File: src/rtl/msdf_pkg.sv
`timescale 1ns / 1ps
`default_nettype none

package msdf_pkg;

  localparam int SAMPLE_W = 10;
  localparam int SUM_W    = 16;
  localparam int FILT_W   = 11;

  localparam logic ACT_SAMPLE = 1'b0;
  localparam logic ACT_READ   = 1'b1;

  localparam logic ST_OK        = 1'b0;
  localparam logic ST_NOT_READY = 1'b1;

  typedef logic [SAMPLE_W-1:0] sample_t;
  typedef logic [SUM_W-1:0]    sum_t;

  typedef struct packed {
    logic               status;
    logic [FILT_W-1:0]  filtered;
  } result_t;

endpackage

`default_nettype wire

File: src/rtl/msdf_cell.sv
`timescale 1ns / 1ps
`default_nettype none

module msdf_cell
  import msdf_pkg::*;
#(
  parameter int INIT_LEVEL = 0
) (
  input  wire logic    clk,
  input  wire logic    rst_n,
  input  wire logic    shift_en,
  input  wire sample_t d,
  output sample_t      q
);

  sample_t q_r;
  sample_t q_nxt;

  always_comb begin
    q_nxt = q_r;
    if (shift_en) begin
      q_nxt = d;
    end
  end

  always_ff @(posedge clk) begin
    if (!rst_n) begin
      q_r <= SAMPLE_W'(INIT_LEVEL);
    end else begin
      q_r <= q_nxt;
    end
  end

  assign q = q_r;

endmodule

`default_nettype wire

File: src/rtl/msdf_obuf.sv
`timescale 1ns / 1ps
`default_nettype none

module msdf_obuf
  import msdf_pkg::*;
(
  input  wire logic    clk,
  input  wire logic    rst_n,
  input  wire logic    push,
  input  wire result_t push_data,
  output logic         space,
  output logic         out_valid,
  input  wire logic    out_ready,
  output result_t      out_data
);

  logic    out_valid_r, out_valid_nxt;
  logic    skid_valid_r, skid_valid_nxt;
  result_t out_data_r, out_data_nxt;
  result_t skid_data_r, skid_data_nxt;
  logic    pop;

  assign pop = out_valid_r && out_ready;

  always_comb begin
    out_valid_nxt  = out_valid_r;
    skid_valid_nxt = skid_valid_r;
    out_data_nxt   = out_data_r;
    skid_data_nxt  = skid_data_r;
    if (pop || !out_valid_r) begin
      if (skid_valid_r) begin
        out_valid_nxt  = 1'b1;
        out_data_nxt   = skid_data_r;
        skid_valid_nxt = 1'b0;
      end else begin
        out_valid_nxt = push;
        out_data_nxt  = push_data;
      end
    end else if (push) begin
      skid_valid_nxt = 1'b1;
      skid_data_nxt  = push_data;
    end
  end

  always_ff @(posedge clk) begin
    if (!rst_n) begin
      out_valid_r  <= 1'b0;
      skid_valid_r <= 1'b0;
    end else begin
      out_valid_r  <= out_valid_nxt;
      skid_valid_r <= skid_valid_nxt;
    end
  end

  always_ff @(posedge clk) begin
    out_data_r  <= out_data_nxt;
    skid_data_r <= skid_data_nxt;
  end

  assign space     = !skid_valid_r;
  assign out_valid = out_valid_r;
  assign out_data  = out_data_r;

  a_skid_behind_out: assert property (@(posedge clk) disable iff (!rst_n)
    skid_valid_r |-> out_valid_r)
    else $error("skid entry held without head entry");

  a_no_overfill: assert property (@(posedge clk) disable iff (!rst_n)
    push |-> !skid_valid_r)
    else $error("push into full output buffer");

  a_push_lands: assert property (@(posedge clk) disable iff (!rst_n)
    (push && !out_valid_r) |=> (out_valid_r && out_data_r == $past(push_data)))
    else $error("pushed result lost");

endmodule

`default_nettype wire

File: src/rtl/moving_sum_decimating_filter_unit.sv
`timescale 1ns / 1ps
`default_nettype none

// channel   dir  handshake            payload
// in        in   in_tvalid/in_tready  tuser: action; tdata: sample
// out       out  out_tvalid/out_tready tuser: status; tdata: filtered
//
// One item per cycle while in_tready is high; a sample shifts the cell chain
// and updates the sum, a read's result is registered into the output buffer
// and shown on out once any result ahead of it is taken. Reset: synchronous,
// clears the chain to INIT_LEVEL. A two-entry output buffer takes a read while
// a result waits; in_tready drops only when both entries are held.

module moving_sum_decimating_filter_unit
  import msdf_pkg::*;
#(
  parameter int WINDOW          = 16,
  parameter int AVG_SAMPLES     = 4,
  parameter int OVERSAMPLE_BITS = 1,
  parameter int INIT_LEVEL      = 0
) (
  input  wire logic        clk,
  input  wire logic        rst_n,
  input  wire logic        in_tvalid,
  output logic             in_tready,
  input  wire logic [15:0] in_tdata,   // [9:0] sample
  input  wire logic [0:0]  in_tuser,   // [0] action
  output logic             out_tvalid,
  input  wire logic        out_tready,
  output logic [15:0]      out_tdata,  // [10:0] filtered
  output logic [0:0]       out_tuser   // [0] status
);

  localparam int POS_W = $clog2(WINDOW);
  localparam int DIV   = AVG_SAMPLES << OVERSAMPLE_BITS;
  localparam logic [63:0] RECIP64 = ((64'd1 << 32) + 64'(DIV) - 64'd1) / 64'(DIV);
  localparam logic [32:0] RECIP   = RECIP64[32:0];
  localparam sum_t SUM_INIT = SUM_W'((INIT_LEVEL * WINDOW) % 65536);

  logic       xfer, is_sample, is_read;
  sample_t    smp;
  sample_t    chain [WINDOW];
  sample_t    oldest;

  logic [POS_W-1:0] pos_r, pos_nxt;
  sum_t             sum_r, sum_nxt;
  logic             fresh_r, fresh_nxt;

  logic [48:0] prod;
  result_t     res;
  logic        space;
  result_t     out_res;

  assign xfer      = in_tvalid && in_tready;
  assign is_sample = xfer && (in_tuser[0] == ACT_SAMPLE);
  assign is_read   = xfer && (in_tuser[0] == ACT_READ);
  assign smp       = in_tdata[SAMPLE_W-1:0];
  assign in_tready = space;

  for (genvar i = 0; i < WINDOW; i++) begin : g_cell
    msdf_cell #(
      .INIT_LEVEL(INIT_LEVEL)
    ) u_cell (
      .clk      (clk),
      .rst_n    (rst_n),
      .shift_en (is_sample),
      .d        ((i == 0) ? smp : chain[(i == 0) ? 0 : i-1]),
      .q        (chain[i])
    );
  end

  assign oldest = chain[WINDOW-1];

  always_comb begin
    pos_nxt   = pos_r;
    sum_nxt   = sum_r;
    fresh_nxt = fresh_r;
    if (is_sample) begin
      sum_nxt = sum_r + SUM_W'(smp) - SUM_W'(oldest);
      if (pos_r == POS_W'(WINDOW-1)) begin
        pos_nxt   = '0;
        fresh_nxt = 1'b1;
      end else begin
        pos_nxt = pos_r + POS_W'(1);
      end
    end else if (is_read) begin
      fresh_nxt = 1'b0;
    end
  end

  always_ff @(posedge clk) begin
    if (!rst_n) begin
      pos_r   <= '0;
      sum_r   <= SUM_INIT;
      fresh_r <= 1'b0;
    end else begin
      pos_r   <= pos_nxt;
      sum_r   <= sum_nxt;
      fresh_r <= fresh_nxt;
    end
  end

  // sum / (AVG_SAMPLES << OVERSAMPLE_BITS) by reciprocal, exact for 16-bit sums
  assign prod = 49'(sum_r) * 49'(RECIP);

  always_comb begin
    if (fresh_r) begin
      res.status   = ST_OK;
      res.filtered = prod[32 +: FILT_W];
    end else begin
      res.status   = ST_NOT_READY;
      res.filtered = '0;
    end
  end

  msdf_obuf u_obuf (
    .clk       (clk),
    .rst_n     (rst_n),
    .push      (is_read),
    .push_data (res),
    .space     (space),
    .out_valid (out_tvalid),
    .out_ready (out_tready),
    .out_data  (out_res)
  );

  assign out_tdata = {{(16-FILT_W){1'b0}}, out_res.filtered};
  assign out_tuser = out_res.status;

  a_read_clears: assert property (@(posedge clk) disable iff (!rst_n)
    is_read |=> !fresh_r)
    else $error("fresh flag survived a read");

  a_wrap_sets: assert property (@(posedge clk) disable iff (!rst_n)
    (is_sample && pos_r == POS_W'(WINDOW-1)) |=> (fresh_r && pos_r == '0))
    else $error("wrap did not mark fresh window");

  a_pos_range: assert property (@(posedge clk) disable iff (!rst_n)
    pos_r <= POS_W'(WINDOW-1))
    else $error("write position out of range");

endmodule

`default_nettype wire

File: config.mk
export PLATFORM = sky130hd
export DESIGN_NAME = moving_sum_decimating_filter_unit
export DESIGN_NICKNAME = d
export VERILOG_FILES = /design/src/rtl/msdf_pkg.sv /design/src/rtl/msdf_cell.sv /design/src/rtl/msdf_obuf.sv /design/src/rtl/moving_sum_decimating_filter_unit.sv
export SDC_FILE = /design/constraint.sdc
export NUM_CORES = 1
export LEC_CHECK = 0
export BUFFER_PORTS_ARGS = -buffer_cell sky130_fd_sc_hd__buf_2
export CORE_MARGIN = 2
export CORE_UTILIZATION = 45
export DETAILED_ROUTE_END_ITERATION = 10
export GPL_ROUTABILITY_DRIVEN = 0
export PLACE_DENSITY = 0.72
export REMOVE_ABC_BUFFERS = 1
export SYNTH_ARGS = -nofsm -noshare
export SYNTH_HDL_FRONTEND = slang
export SYNTH_SLANG_ARGS = --single-unit
File: constraint.sdc
create_clock -name clk -period 4.5 [get_ports clk]
set_clock_uncertainty 0.15 [all_clocks]
set_input_delay 0.225 -clock clk [delete_from_list [all_inputs] [get_ports clk]]
set_output_delay 0.225 -clock clk [all_outputs]
set_load 0.1 [all_outputs]
* Word level (Yosys, flattened, before mapping) *
Index checks and enable logic that the tools add are counted.

storage, ports and cells
  bits in registers = 207

cells by class
  muxes and demuxes = 7
  bitwise logic cells = 3
  reductions and logical operators = 11
  add/subtract/negate cells = 3
  eq/ne operators = 2

operators by type and width
  cell                                          count
  2-to-1 mux 12 bit                             2
  adder 16 x 10 -> 16 bit                       1
  subtractor 16 x 10 -> 16 bit                  1
  adder 4 x 1 -> 4 bit (second input constant)  1
  equality test 4 bit (second input constant)   1
  logical AND 1 bit                             4
  2-to-1 mux 1 bit                              4
  2-to-1 mux 4 bit                              1
  AND reduction 2 bit                           2
  NOT 1 bit                                     3
  logical NOT 1 bit                             2
  != test 2 bit (second input constant)         1
  nonzero test 2 bit                            1
  OR reduction 2 bit                            1
  logical OR 1 bit                              1

* Longest topological paths before layout *
Gate-level depths: netlist (run 1).

  word-level depth = 5
  mapped depth = 12
  mapped depth without buffers = 12

* Hierarchy *
A second synthesis (run 1) with hierarchy kept.

second synthesis, totals
  cells, all modules = 788
  area, all modules = 8750.9 µm²

modules (own cells, without submodules)
  module                             area an instance (µm²)  instances  cells each
  msdf_cell                          374.1                   16         31
  moving_sum_decimating_filter_unit  1814.2                  1          246
  msdf_obuf                          950.9                   1          46

* Worst setup path after synthesis (run 1) *
No wires, ideal clock.

  path kind = reg-to-reg
  start point = register u_obuf.out_valid_r (netlist: u_obuf.out_valid)
  end point = register u_obuf.skid_data_r[0] (netlist name), enable pin
  cell stages (with the launch flop) = 3
  required time = 3954 ps
  data arrival time = 2473 ps
  setup slack = 1481 ps
  setup time = 396 ps
  period minus slack after synthesis = 3019 ps
  path through = dfxtp_1 -> nand2b_1 -> nor3_1

on the way
  longest elaborated chain between the ends = 4
  elaborated cells on any way between the ends = 5
  those cells by class = bitwise (1); reduce/logical (4)

RTL lines
  what                                                    line                              text
  start, declared                                         msdf_obuf.sv:17                   logic out_valid_r, out_valid_nxt;
  start signal, assigned                                  msdf_obuf.sv:50                   out_valid_r <= out_valid_nxt;
  logical AND 1 bit or logical NOT 1 bit (tied branches)  msdf_obuf.sv:23, msdf_obuf.sv:30
  logical OR 1 bit (*)                                    msdf_obuf.sv:30                   if (pop || !out_valid_r) begin
  NOT 1 bit (no line) (*)                                 -
  AND reduction 2 bit (no line) (*)                       -
  end signal, assigned                                    msdf_obuf.sv:57                   skid_data_r <= skid_data_nxt;
  end, declared                                           msdf_obuf.sv:20                   result_t skid_data_r, skid_data_nxt;

Mark *: on every way between the ends. The rest lies on a longest branch, timed or not.
A chain may end at the register's enable or synchronous reset.

* Final worst setup path (run 1) *
  start point = input port in_tdata[1]
  end point = register sum_r[8]

on the way
  longest elaborated chain between the ends = 2

RTL lines
  what                          line                                     text
  start, declared               moving_sum_decimating_filter_unit.sv:26  input wire logic [15:0] in_tdata,
  adder 16 x 10 -> 16 bit       moving_sum_decimating_filter_unit.sv:79  sum_nxt = sum_r + SUM_W'(smp) - SUM_W'(oldest);
  subtractor 16 x 10 -> 16 bit  moving_sum_decimating_filter_unit.sv:79
  end signal, assigned          moving_sum_decimating_filter_unit.sv:98  sum_r <= sum_nxt;
  end, declared                 moving_sum_decimating_filter_unit.sv:46  sum_t sum_r, sum_nxt;

Every way passes these cells.

==> results.yml, run 1 <==
die:
  dieHeight_um: 142.8
  io_pins: 40
  initial_utilization_pct: 46.04
  fp.dieW_um: 142.8
  dieArea_um2: 20390
  num_rows: 50
  core_area_um2: 18830
setup_path:
  crit_top_cell: "fa_1"
  crit_slowest_cell: "dlygate4sd3_1"
  cpPeakStageDelay_ns: 0.54
  cp-end-kind: "flip-flop"
  crit_fanout: 3
  worstPathArrival_ns: 3.00
  worstPathRequired_ns: 4.78
  path_cells: "dlygate4sd3_1, buf_2, inv_1, fa_1, fa_1, nand2b_4, a21oi_2, o21ai_2, nor2b_4, or4_1, nand3_1"
  cp_top_family: "adder cells"
  worst-path-buf-inv: 3
  startpoint_type: "input port"
  criticalPathCategory: "in2reg"
power:
  power.static_leakage_nw: 3.450
  power.switching_mw: 1.010
  p_int_mw: 3.080
  pwr_density_cell_nw_per_um2: 422.9
  p_clk_share_pct: 41.4
  max-vdd-ir-drop_uv: 263.3
  pwr-share-comb_pct: 12.1
  switching_share_pct: 24.70
  power_frac_seq_pct: 46.5
finish:
  design_area_um2: 9672
  antenna_cells: 0
  fin_cells: 1267
  layout_common_cells: "nand2_1 (351), dfxtp_1 (181), a21boi_0 (165), inv_1 (46), buf_2 (27)"
  syn_to_final_growth_pct: 11.56
  final_common_cell: "nand2_1"
  nets: 1038
  utilization_pct: 51.36
  drive_gt1_share_pct: 8.143
routing:
  vias: 6046
  drt-total-wl_mm: 14.13
  postRouteAntennaNets: 0
  met3WireLength_um: 470
  drc_errors: 0
  drt_iter0_drc: 476
  wl_per_cell_um: 11.15
  wirelength_met1_mm: 7.234
  dr.pass1.iters: 4
  dr.max_layer_used: "met4"
  wl_met2_mm: 6.161
  viasPerCell: 4.772
clock_tree:
  tritoncts: "done"
  cts.reportedPaths.clkPinSlew_ns: 0.06
  clock-sinks: 205
  postCtsSetupBuffers: 0
  clk_latency_ns: 0.49
  cts_resized: 0
  numCtsBuffers: 22
  cts-root-buf: "clkbuf_16"
  cts_hold_buf: 11
  cts_buffer_depth: 3
  htreeDepth: 1
place:
  dp_cells: 1217
  place_hpwl_mm: 8.223
  pre_cts_ws_ns: 1.840
  numPortBuffers: 28
  post_dp_cell_area_um2: 8867
timing:
  max-slew-margin-rel_pct: 28.90
  postLayoutSetupSlackWorst_ns: 1.784
  hold_viol_final: 0
  worstMarginPinSlew_ns: 1.066
  slew_viol_final: 0
  fin_crit_sh_pct: 60.35
  period_needed_ns: 2.716
  setup_violations: 0
  rsz0062_at_grt: "false"
  fmax_mhz: 368.2
  holdWs_ns: 0.02180
run_status:
  status: "completed"
grt:
  grt_pass1_wl_mm: 24.51
  grt-ovfl-total: 0
  grt_pass1_vias: 5508
  grt_max_degree: 102
  grt_usage_pct: 14.15
  antenna_found_initial: 0
logic_synthesis:
  synth_edf_count: 24
  syn_area_um2: 8670
  ys_seq_area_share_pct: 50.11
  syn_inst: 989
  synth_ff_type: "dfxtp_1"
  async_reset_ff_share_pct: 0
  syn_avg_cell_area_um2: 8.766
  synth-warning-count: 0
  synth_cell_type_count: 55
  synth_seq_cells: 205
min_path:
  min_path_type: "in2reg"
run:
  drv_cap: 0
[worst reg2reg max path, stage by stage, from the launching register on]
cell	delay, ns
dfxtp_1	0.33
inv_1	0.05
fa_1	0.49
fa_1	0.46
nand2b_4	0.17
a21oi_2	0.15
o21ai_2	0.08
nor2b_4	0.14
or4_1	0.48
nand3_1	0.09
[per-layer routing]
metal	track usage, %	vias up
met1	18.46	2748
met3	2.515	21
met4	4.377	0
met5	0	-
met2	23.96	65
li1	-	3212
[synthesized netlist by cell type (3+ instances only)]
| master | n | area share (%) |
|---|---|---|
| and2_1 | 6 | 0.43 |
| o21ai_0 | 9 | 0.52 |
| and3_1 | 4 | 0.29 |
| ha_1 | 15 | 2.2 |
| o31ai_1 | 10 | 0.87 |
| nor2_1 | 16 | 0.69 |
| clkbuf_1 | 30 | 1.3 |
| nand4_1 | 4 | 0.29 |
| nand2_1 | 351 | 15 |
| buf_2 | 22 | 1.3 |
| xor2_1 | 5 | 0.51 |
| nor3_1 | 3 | 0.17 |
| xnor2_1 | 4 | 0.40 |
| a21oi_1 | 10 | 0.58 |
| a31oi_1 | 3 | 0.22 |
| inv_1 | 46 | 2.0 |
| a21o_1 | 8 | 0.69 |
| a21boi_0 | 165 | 14 |
| nand3_1 | 12 | 0.69 |
| edfxtp_1 | 24 | 8.3 |
| dfxtp_1 | 181 | 42 |
| fa_1 | 10 | 2.3 |
| buf_4 | 14 | 1.2 |
[power groups by stage]
stage	clock (mW)	combinational (mW)	sequential, mW
floorplan	0	0.344	1.96
global placement	0	0.486	1.94
detailed placement	0	0.487	1.94
CTS	1.74	0.499	1.90
global route	1.82	0.555	1.90
finish	1.69	0.496	1.90
[sequential cells by signal, indices dropped and copies added (netlist names)]
signal               flops
g_cell.u_cell.q        160
sum_r                   14
u_obuf.out_data         12
u_obuf.skid_data_r      12
pos_r                    4
fresh_r                  1
u_obuf.out_valid         1
u_obuf.skid_valid_r      1
[final cells by class]
class,instances,area (µm²)
fillers,1738,9159
flip-flops and latches,205,4344
multi-input cells,671,3804
clock buffers,34,668.1
well taps,260,325.3
repair buffers,45,322.8
inverters,47,181.4
clock inverters,5,26.28
[worst paths after layout]
kind	from	endpoint	slack, ns	depth (start not counted)
setup / recovery	in_tdata[1]	sum_r[8]	1.78	11
setup reg to reg	sum_r[1]	sum_r[8]	1.85	9
hold / removal	in_tvalid	u_obuf.skid_valid_r	0.02	3
hold reg to reg	g_cell[10].u_cell.q[4]	g_cell[11].u_cell.q[4]	0.31	2
[metrics by stage]
step                      TNS [ns]  total power [mW]
after global routing             0             4.274
after floorplan             -1.946             2.309
after CTS                        0             4.140
after detailed placement         0             2.428
final                            0             4.091
after global placement           0             2.425
[kinds of logic (layout without fill, tap and decap cells)]
| group | Yosys count | count (layout) | synth area share [%] |
|---|---|---|---|
| AOI/OAI and AO/OA | 221 | 221 | 18.81 |
| and+or+nand+nor | 409 | 409 | 19.08 |
| other | 1 | 5 | 0.04325 |
| buffers and inverters | 117 | 131 | 6.336 |
| adders and majority gates | 25 | 25 | 4.474 |
| xor gates and xnor gates | 9 | 9 | 0.9092 |
| DFF | 205 | 205 | 50.11 |
| muxes | 2 | 2 | 0.2453 |
Power figures use the tool's default switching activity.
==> inputs of run 2 (changes only) <==
ABC_AREA = 1   (was unset)
PLACE_DENSITY = 0.75   (was 0.72)
clock period = 2.45 ns   (was 4.5 ns; I/O delays follow)
==> run 2 against run 1 <==
  * First-iteration DRC count increased by 4.8%
  * Largest cell class unchanged
  * Global-route usage increased by 0.60 points
  * Wire length is 2.8% higher
  * Die area decreased by 2.7%
  * Highest routed layer unchanged
  * Area after synthesis is 2.8% lower
  * Critical path type is now reg2reg
==> results.yml, run 2 <==
timing:
  slew_viol_final: 0
  postLayoutSetupSlackWorst_ns: 0.1271
  fin_crit_sh_pct: 94.81
  setup_violations: 0
  max-slew-margin-rel_pct: 55.67
  fmax_mhz: 430.5
  period_needed_ns: 2.323
  worstMarginPinSlew_ns: 0.6649
  fin_tns_setup_ns: 0
  hold_viol_final: 0
  rsz0062_at_grt: "true"
setup_path:
  worstPathRequired_ns: 2.74
  r2r_setup_slack_ns: 0.13
  reg2regPathDepth: 10
  r2r-end: "sum_r[6]"
  crit_path_start: "g_cell[15].u_cell.q[2]"
  cp-end-kind: "flip-flop"
  r2r_start: "g_cell[15].u_cell.q[2]"
  endpoint: "sum_r[6]"
  startpoint_type: "flip-flop"
  worstPathArrival_ns: 2.61
  crit_fanout: 5
  criticalPathCategory: "reg2reg"
finish:
  utilization_pct: 51.32
  largest_reg_flops: 160
  drive_gt1_share_pct: 7.755
  nets: 1128
  layout_common_cells: "nor2_1 (321), dfxtp_1 (180), o21ai_0 (156), inv_1 (101), nand2_1 (93)"
  antenna_cells: 0
  fillerInstances: 1723
  final_common_cell: "nor2_1"
  syn_to_final_growth_pct: 12.74
clock_tree:
  htreeDepth: 1
  cts.reportedPaths.clkPinSlew_ns: 0.06
  cts_buffer_depth: 3
  clk_latency_ns: 0.49
  tritoncts: "done"
  cts-root-buf: "clkbuf_16"
  numCtsBuffers: 21
  clock-sinks: 205
grt:
  grt-ovfl-total: 0
  antenna_found_initial: 0
  grt_usage_pct: 14.75
  grt_max_degree: 187
  grt_pass1_vias: 5866
  grt_pass1_wl_mm: 25.53
logic_synthesis:
  synthDominantCellAreaShare_pct: 42.99
  syn_area_um2: 8429
  synth_seq_cells: 205
  syn_inst: 1068
  synth_fa_ha_area_share_pct: 4.601
  synth_edf_count: 24
  synth-warning-count: 0
  yosysMostFrequentCell: "nor2_1"
  ys_seq_area_share_pct: 51.54
  synth-compound-area-share_pct: 12.74
  synth_top_family_by_area: "simple AND/OR/NAND/NOR gates"
  synthMuxAreaShare_pct: 0
  synth-simple-area-share_pct: 20.68
  async_reset_ff_share_pct: 0
  synth_area_leader_cell: "dfxtp_1"
  synth.cells.most_frequent: "nor2_1 (323), dfxtp_1 (181), o21ai_0 (156)"
  synthXorXnorAreaFrac_pct: 0.7273
  synth_ff_type: "dfxtp_1"
  synth_area_leaders: "dfxtp_1 (43%), nor2_1 (14%), o21ai_0 (9.3%), edfxtp_1 (8.5%), inv_1 (4.5%)"
  synth_cell_type_count: 30
  syn_avg_cell_area_um2: 7.893
die:
  num_rows: 50
  fp.dieW_um: 140.9
  dieHeight_um: 140.9
  initial_utilization_pct: 45.52
  dieArea_um2: 19840
  core_area_um2: 18520
  io_pins: 40
power:
  pwr_density_cell_nw_per_um2: 829.4
  pwr-share-comb_pct: 15.3
  total_power_mw: 7.882
  p_clk_share_pct: 37.9
  max-vdd-ir-drop_uv: 343.4
  p_int_mw: 5.797
  switching_share_pct: 26.46
  power.static_leakage_nw: 4.482
  power.switching_mw: 2.085
  power_frac_seq_pct: 46.8
place:
  place_hpwl_mm: 8.231
  pre_cts_ws_ns: 0.08334
  numPortBuffers: 28
routing:
  vias: 6341
  drt_iter0_drc: 499
  dr.pass1.iters: 4
  postRouteAntennaNets: 0
  drt-total-wl_mm: 14.53
  wl_per_cell_um: 10.92
  viasPerCell: 4.768
  drc_errors: 0
run:
  drv_cap: 0
run_status:
  status: "completed"
min_path:
  min_path_type: "in2reg"
[run 2: routing by layer]
layer | GRT usage [%] | routed length (µm) | vias up
met3 | 2.582 | 546 | 25
li1 | - | - | 3377
met1 | 19.17 | 7222 | 2841
met4 | 5.421 | 290 | 0
met5 | 0 | 0 | -
met2 | 24.75 | 6469 | 98
[run 2: kinds of logic (layout without fill, tap and decap cells)]
| kind of cell | count (synthesis) | after routing |
|---|---|---|
| AO/OA/AOI/OAI | 214 | 214 |
| XOR/XNOR | 7 | 7 |
| adder cells (fa/ha/maj) | 25 | 25 |
| buffers and inverters | 169 | 193 |
| flip-flops | 205 | 205 |
| other | 1 | 5 |
| AND/OR/NAND/NOR | 447 | 447 |
[run 2: power by group through the flow]
| stage | Combinational (mW) | Clock (mW) | Sequential (mW) |
|---|---|---|---|
| after global placement | 1.07 | 0 | 3.75 |
| final | 1.21 | 2.99 | 3.69 |
| after global routing | 1.39 | 3.19 | 3.71 |
| after CTS | 1.12 | 3.06 | 3.69 |
| after floorplan | 0.801 | 0 | 3.80 |
| after detailed placement | 1.09 | 0 | 3.76 |
[run 2: what timing repair did]
action                     CTS  global route
hold endpoints to repair    44             0
setup endpoints to repair    0             8
hold buffers                17             0
gates resized for setup      0            15
buffers inserted             0             0
[run 2: worst min path at each step]
stage                start                    end  slack, ns  cells past startpoint
2_1_floorplan  in_tdata[0]  g_cell[0].u_cell.q[0]       0.11                      2
3_3_place_gp   in_tdata[0]  g_cell[0].u_cell.q[0]       0.25                      3
3_5_place_dp   in_tdata[0]  g_cell[0].u_cell.q[0]       0.25                      3
4_1_cts         out_tready    u_obuf.skid_valid_r       0.13                      4
6_report        out_tready    u_obuf.skid_valid_r       0.13                      4
5_1_grt         out_tready    u_obuf.skid_valid_r       0.19                      4
[run 2: area by class of cell]
cell class / count / area, µm² / area share [%]
tap: 234 / 292.8 / 3.081
sequential: 205 / 4345 / 45.73
clock inverter: 4 / 20.02 / 0.2107
clock buffer: 33 / 630.6 / 6.636
multi-input combinational: 698 / 3379 / 35.56
timing repair buffer: 53 / 442.9 / 4.661
inverter: 103 / 391.6 / 4.121
[run 2: stage by stage]
step           hold slack, ns  instance area, µm²  instances
6_report               0.1312                9503       1330
2_1_floorplan          0.1074                8018       1006
4_1_cts                0.1299                9399       1330
5_1_grt                0.1891                9503       1330
3_5_place_dp           0.2535                8578       1276
3_3_place_gp           0.2514                8578       1276
[run 2: worst max-delay path, cell delays in order (launching register included)]
cell and delay [ns]:
dfxtp_1 0.32, fa_1 0.54, inv_1 0.04, ha_1 0.36, nand2_1 0.10, nor2_1 0.20
a21oi_1 0.11, or2_2 0.27, nand3_1 0.07, nand2_1 0.06, inv_1 0.05
